--- src/rtl/core/fltw_pkg.sv ---
// Shared types and constants for the four-level page table walker.
// No dependencies; imported by the controller, the datapath and the top level.
package fltw_pkg;

	// Field widths
	localparam int CMD_W   = 2;
	localparam int VA_W    = 48;
	localparam int PA_W    = 52;
	localparam int FLAGS_W = 12;
	localparam int OFF_W   = 12;
	localparam int IDX_W   = 9;
	localparam int FRAME_W = 40;
	localparam int ENTRY_W = 52;
	localparam int LVL_W   = 2;

	localparam int ENTRIES         = 1 << IDX_W;
	localparam int TABLE_PAGES_DEF = 64;

	// Bit position of the index field at each level
	localparam int SHIFT_L0 = 39;
	localparam int SHIFT_L1 = 30;
	localparam int SHIFT_L2 = 21;
	localparam int SHIFT_L3 = 12;

	// Command codes; code 3 is a no-op
	localparam logic [CMD_W-1:0] CMD_MAP   = 2'd0;
	localparam logic [CMD_W-1:0] CMD_UNMAP = 2'd1;
	localparam logic [CMD_W-1:0] CMD_XLATE = 2'd2;

	localparam logic [LVL_W-1:0] LVL_LEAF = 2'd3;

	localparam logic STATUS_OK     = 1'b0;
	localparam logic STATUS_NO_MEM = 1'b1;

	// Entry flag bits: present, write, user
	localparam logic [OFF_W-1:0] ENT_PRESENT     = 12'h001;
	localparam logic [OFF_W-1:0] ENT_TABLE_FLAGS = 12'h007;

	typedef enum logic [2:0] {
		ST_CLEAR,
		ST_IDLE,
		ST_READ,
		ST_EVAL,
		ST_ZERO,
		ST_LINK,
		ST_DONE
	} state_t;

	// Controller to datapath
	typedef struct packed {
		logic load_in;
		logic sweep_all;
		logic sweep_slot;
		logic rd;
		logic wr_leaf;
		logic wr_zero;
		logic link;
		logic descend;
		logic set_nomem;
		logic set_xlate;
		logic out_load;
	} dp_cmd_t;

	// Datapath to controller
	typedef struct packed {
		logic [CMD_W-1:0] cmd;
		logic [LVL_W-1:0] lvl;
		logic             present;
		logic             in_range;
		logic             alloc_ok;
		logic             dirty;
		logic             all_last;
		logic             slot_last;
	} dp_sts_t;

endpackage

--- src/rtl/core/fltw_ctrl.sv ---
// Walk sequencer for the page table walker: reset sweep, level walk, allocation.
// Depends on fltw_pkg; drives fltw_dp through dp_cmd_t and reads dp_sts_t.
module fltw_ctrl (
	input  logic              clk,
	input  logic              arst_n,
	input  logic              in_valid,
	output logic              in_ready,
	output logic              out_valid,
	input  logic              out_ready,
	output fltw_pkg::dp_cmd_t dp_cmd,
	input  fltw_pkg::dp_sts_t dp_sts
);
	import fltw_pkg::*;

	state_t state_q, state_nx;
	logic   out_valid_q;

	// State register
	always_ff @(posedge clk or negedge arst_n) begin
		if (!arst_n) begin
			state_q <= ST_CLEAR;
		end else begin
			state_q <= state_nx;
		end
	end

	// Output word register valid
	always_ff @(posedge clk or negedge arst_n) begin
		if (!arst_n) begin
			out_valid_q <= 1'b0;
		end else if (dp_cmd.out_load) begin
			out_valid_q <= 1'b1;
		end else if (out_ready) begin
			out_valid_q <= 1'b0;
		end
	end

	assign in_ready  = (state_q == ST_IDLE);
	assign out_valid = out_valid_q;

	// Next state
	always_comb begin
		state_nx = state_q;
		case (state_q)
			ST_CLEAR: begin
				if (dp_sts.all_last) state_nx = ST_IDLE;
			end
			ST_IDLE: begin
				if (in_valid) state_nx = ST_READ;
			end
			ST_READ: begin
				case (dp_sts.cmd)
					CMD_MAP, CMD_UNMAP: begin
						state_nx = (dp_sts.lvl == LVL_LEAF) ? ST_DONE : ST_EVAL;
					end
					CMD_XLATE: state_nx = ST_EVAL;
					default:   state_nx = ST_DONE;
				endcase
			end
			ST_EVAL: begin
				if (dp_sts.lvl == LVL_LEAF) begin
					state_nx = ST_DONE;
				end else if (dp_sts.present && dp_sts.in_range) begin
					state_nx = ST_READ;
				end else if (!dp_sts.present && dp_sts.cmd == CMD_MAP && dp_sts.alloc_ok) begin
					state_nx = dp_sts.dirty ? ST_ZERO : ST_LINK;
				end else begin
					state_nx = ST_DONE;
				end
			end
			ST_ZERO: begin
				if (dp_sts.slot_last) state_nx = ST_LINK;
			end
			ST_LINK: state_nx = ST_READ;
			ST_DONE: begin
				if (!out_valid_q || out_ready) state_nx = ST_IDLE;
			end
			default: state_nx = ST_CLEAR;
		endcase
	end

	// Datapath commands
	always_comb begin
		dp_cmd = '0;
		case (state_q)
			ST_CLEAR: dp_cmd.sweep_all = 1'b1;
			ST_IDLE:  dp_cmd.load_in = in_valid;
			ST_READ: begin
				case (dp_sts.cmd)
					CMD_MAP: begin
						if (dp_sts.lvl == LVL_LEAF) dp_cmd.wr_leaf = 1'b1;
						else dp_cmd.rd = 1'b1;
					end
					CMD_UNMAP: begin
						if (dp_sts.lvl == LVL_LEAF) dp_cmd.wr_zero = 1'b1;
						else dp_cmd.rd = 1'b1;
					end
					CMD_XLATE: dp_cmd.rd = 1'b1;
					default: ;
				endcase
			end
			ST_EVAL: begin
				if (dp_sts.lvl == LVL_LEAF) begin
					dp_cmd.set_xlate = 1'b1;
				end else if (dp_sts.present && dp_sts.in_range) begin
					dp_cmd.descend = 1'b1;
				end else if (dp_sts.cmd == CMD_MAP) begin
					// table out of reach, or a new one needed with the store full
					if (dp_sts.present || !dp_sts.alloc_ok) dp_cmd.set_nomem = 1'b1;
				end
			end
			ST_ZERO: dp_cmd.sweep_slot = 1'b1;
			ST_LINK: dp_cmd.link = 1'b1;
			ST_DONE: dp_cmd.out_load = !out_valid_q || out_ready;
			default: ;
		endcase
	end

endmodule

--- config.mk ---
export PLATFORM = sky130hd
export DESIGN_NAME = fltw_ctrl
export DESIGN_NICKNAME = d
export VERILOG_FILES = /design/src/rtl/core/fltw_pkg.sv /design/src/rtl/core/fltw_ctrl.sv
export SDC_FILE = /design/constraint.sdc
export NUM_CORES = 1
export LEC_CHECK = 0
export ABC_AREA = 1
export BUFFER_PORTS_ARGS = -buffer_cell sky130_fd_sc_hd__buf_2
export CAP_MARGIN = 10
export CORE_AREA = 2 2 39 41
export CTS_BUF_LIST = sky130_fd_sc_hd__clkbuf_8
export DETAILED_ROUTE_END_ITERATION = 10
export DIE_AREA = 0 0 41 43
export GPL_ROUTABILITY_DRIVEN = 0
export PLACE_DENSITY = 0.64
export SYNTH_ARGS = -nofsm -noshare
export SYNTH_HDL_FRONTEND = slang
export SYNTH_SLANG_ARGS = --single-unit
--- constraint.sdc ---
create_clock -name clk -period 3.8 [get_ports clk]
set_clock_uncertainty 0.1 [all_clocks]
set_input_delay 0.57 -clock clk [delete_from_list [all_inputs] [get_ports clk]]
set_output_delay 0.57 -clock clk [all_outputs]
set_load 0.02 [all_outputs]
==> tab_implementation.tex <==
\begin{tabular}{lr}
\hline
Metric & Value \\
\hline
\multicolumn{2}{l}{\textbf{Run status}} \\
\quad Result of the run & finished clean \\
\multicolumn{2}{l}{\textbf{Drt}} \\
\quad Vias per inst & approximately 4.4 \\
\quad Total wirelength of the detailed-routed design & 982 um \\
\quad Wire length per cell after detailed routing & 8.25 um \\
\quad Via count of the routed design & about 520 \\
\quad Starting DRT DRC Count & 8 \\
\quad Remaining routing DRC violations & 0 \\
\quad Count of antenna-violating nets left after detailed routing & 0 \\
\quad Number of detailed-routing iterations run before antenna repair & 4 \\
\multicolumn{2}{l}{\textbf{STA}} \\
\quad Number of hold violations in the final report & 0 \\
\quad Final worst-path cycle share & between 50\% and 60\% \\
\quad Peak Freq & 496 MHz \\
\quad TNS Setup & 0 ps \\
\quad Relative slew slack & just over 80\% \\
\quad Unrepaired setup endpoints after global routing & false \\
\quad Final critical delay including setup and external delays & around 2000 ps \\
\quad Final Max Tran Viols & 0 \\
\quad Final setup fails & 0 \\
\quad Transition at the pin with the smallest max-transition slack & around 270 ps \\
\multicolumn{2}{l}{\textbf{Clock network}} \\
\quad Number of buffers on the longest clock path & 2 \\
\quad Clock-pin transition on the worst setup and hold timing paths & roughly 30 ps \\
\quad Post-cts hold buffer count & 0 \\
\quad Later-pin clock latency in the skew report & roughly 220 ps \\
\quad Post-CTS setup repair buffer count & 0 \\
\quad Clock Sink Count & 4 \\
\quad Clock tree from TritonCTS & built \\
\quad Count of cells resized by post-cts repair & 0 \\
\quad Htree depth & 1 \\
\quad Master cell of the clock root buffer & sky130\_fd\_sc\_hd\_\_clkbuf\_8 \\
\quad TritonCTS buffer count & 3 \\
\multicolumn{2}{l}{\textbf{Pwr}} \\
\quad Internal power summed over all cells & 0.000205 W \\
\quad Maximum vdd ir drop & between 0.15 and 0.2 mV \\
\quad Switching Power & about 0.00019 W \\
\quad Tot Pwr & a little under 0.0004 W \\
\quad Sequential group share of total power & between 20\% and 30\% \\
\quad Logic pwr share & approximately 54\% \\
\quad Proportion of total power due to net switching & between 40\% and 50\% \\
\quad Power per cell area & between 600 and 700 nW/um2 \\
\quad Leakage power & between 0.3 and 0.4 nW \\
\quad Clock Power Share & 22.9\% \\
\multicolumn{2}{l}{\textbf{Synthesis}} \\
\quad Count of warnings emitted by yosys & 0 \\
\quad Mean post-synth cell area & $\sim$5.4 um2 \\
\quad Count of mapped cells out of synthesis & 74 \\
\quad Fraction of the mapped netlist area in compound gates & approximately 7\% \\
\quad Simple-Gate Fraction of Synth Area & roughly 55\% \\
\quad Net count after synthesis & 88 \\
\quad Dominant combinational cell family by area after synthesis & simple AND/OR/NAND/NOR gates \\
\quad Register bit count reported by yosys & 4 \\
\quad Post-Synth Adder-Cell Area & 0\% \\
\quad Netlist cell types & 13 \\
\quad Multiplexer fraction of the synthesized cell area & 0\% \\
\quad Sequential element share of the synthesized area & roughly 25\% \\
\quad Post-synthesis share of cell area spent on xor and xnor gates & 0\% \\
\quad Synth Cell Area & about 400 um2 \\
\multicolumn{2}{l}{\textbf{Finish}} \\
\quad Share of post-route cells with drive strength above 1 & between 30\% and 40\% \\
\quad \# diodes & 0 \\
\quad Fill cells & 156 \\
\quad Non-filler instance count after layout & around 120 \\
\quad Area growth from synthesis to final layout & 47.7\% \\
\quad Final-stage net count & between 100 and 150 \\
\quad Final instance area & 593 um2 \\
\multicolumn{2}{l}{\textbf{Critical path}} \\
\quad Crit-path slowest cell & sky130\_fd\_sc\_hd\_\_dfrtp\_1 \\
\quad Largest incremental delay on the critical path & between 400 and 500 ps \\
\quad Kind of end point of the critical path & primary output \\
\quad Register-to-register setup slack & around 2500 ps \\
\quad Crit Path Class & reg2out \\
\quad Req. time, crit path & $\sim$3100 ps \\
\quad Crit-path max FO & 7 \\
\quad Cell-by-cell listing of the critical path & inv\_2 > nand3\_1 > inv\_1 > nand2\_1 > nor2\_1 > buf\_2 \\
\quad Nature of the critical path startpoint & flop \\
\quad Crit path arrival time & approximately 1400 ps \\
\multicolumn{2}{l}{\textbf{GRT}} \\
\quad Total gr overflow & 0 \\
\quad Number of antenna violations at the first check in global routing & 0 \\
\quad Met1 Usage GRT & 16.7\% \\
\quad Total track usage & $\sim$14\% \\
\quad Met3 capacity usage during global routing & 4.71\% \\
\quad Number of global-route vias before repair & between 400 and 500 \\
\quad M2 GR Usage & 19.7\% \\
\quad First-pass GRT wire length & 1610 um \\
\quad Largest net degree at the start of global routing & 8 \\
\quad Busiest layer in global routing & met2 \\
\multicolumn{2}{l}{\textbf{Floorplanning}} \\
\quad Top Ports & 27 \\
\quad Full die area & about 1800 um2 \\
\quad Core footprint & 1380 um2 \\
\quad Die Wd & $\sim$41 um \\
\quad Chip height & approximately 43 um \\
\quad Effective utilization at floorplan & between 20\% and 30\% \\
\quad Floorplan row count & 14 \\
\multicolumn{2}{l}{\textbf{Worst hold path}} \\
\quad Path category of the worst min-delay check & in2async \\
\multicolumn{2}{l}{\textbf{Placement}} \\
\quad Port Buffers & 26 \\
\quad Post-place instance area & $\sim$550 um2 \\
\quad Detail Placement HPWL & roughly 830 um \\
\quad Cell count after placement & approximately 120 \\
\multicolumn{2}{l}{\textbf{Job}} \\
\quad Total of max-cap violations & 0 \\
\hline
\end{tabular}
-- power groups by stage --
stage	registers, W	clock network [W]	logic (W)
floorplan	0.0000887	0	0.000159
global placement	0.0000905	0	0.000216
detailed placement	0.0000912	0	0.000217
CTS	0.0000905	0.0000933	0.000218
global route	0.0000952	0.0000973	0.000246
finish	0.0000909	0.0000910	0.000215
-- critical path, delay by kind of cell (launching register included) --
| kind | cells | cell delay, ps |
|---|---|---|
| simple gates | 3 | 270 |
| flops | 1 | 460 |
| buf+inv | 3 | 400 |
-- cells in the final DEF, fill, tap and decap left out, drive strengths merged --
| cell | n |
|---|---|
| o21ai | 2 |
| nand3 | 8 |
| a21oi | 3 |
| inv | 14 |
| clkbuf | 3 |
| nor3 | 5 |
| buf | 26 |
| dfrtp | 4 |
| nand2 | 25 |
| nor2 | 13 |
-- cell type report --
type / count / area (um2) / share of cell area [%]
multi-input cells: 56 / 249 / 42.0
repair buffers: 26 / 130 / 21.9
flip-flops and latches: 4 / 100 / 16.9
inverters: 14 / 52.6 / 8.86
clock buffers: 3 / 41.3 / 6.96
well taps: 16 / 20.0 / 3.38
-- synthesized netlist by cell type (all sizes together) --
master	instances	area, um2
a21oi	3	15.0
dfrtp	4	100
inv	14	52.6
nand2	25	93.8
nand3	8	45.0
nor2	13	51.3
nor3	5	30.0
o21ai	2	13.8
-- per-stage QoR --
stage	worst slack, ps	util, %	hold WS, ps
6_report	1780	42.9	44.4
4_1_cts	1770	42.9	43.4
3_3_place_gp	1930	39.9	278
5_1_grt	1640	42.9	51.4
2_1_floorplan	1910	-	174
3_5_place_dp	1910	39.9	279
-- per-layer routing --
metal	vias to the layer above	routed length, um
met4	0	24
met2	18	463
met1	218	432
li1	286	-
met3	2	61
met5	-	0
-- sequential cells by signal (all words and copies together) (netlist names) --
signal / cells
out_valid: 1
state_q: 3
-- final timing paths --
kind,startpoint,to,depth (start not counted)
setup / recovery,state_q[2],dp_cmd[5],6
hold / removal,arst_n,out_valid,1
setup reg to reg,state_q[2],state_q[2],7
hold reg to reg,out_valid,out_valid,2
max in group asynchronous,arst_n,state_q[2],1
min in group clk,out_valid,out_valid,2
-- cell families (layout without fill, tap and decap cells) --
family | after synthesis | after routing
compound gates | 5 | 5
buf+inv | 14 | 43
flops | 4 | 4
simple gates | 51 | 51
(Power assumes the default switching activity.)
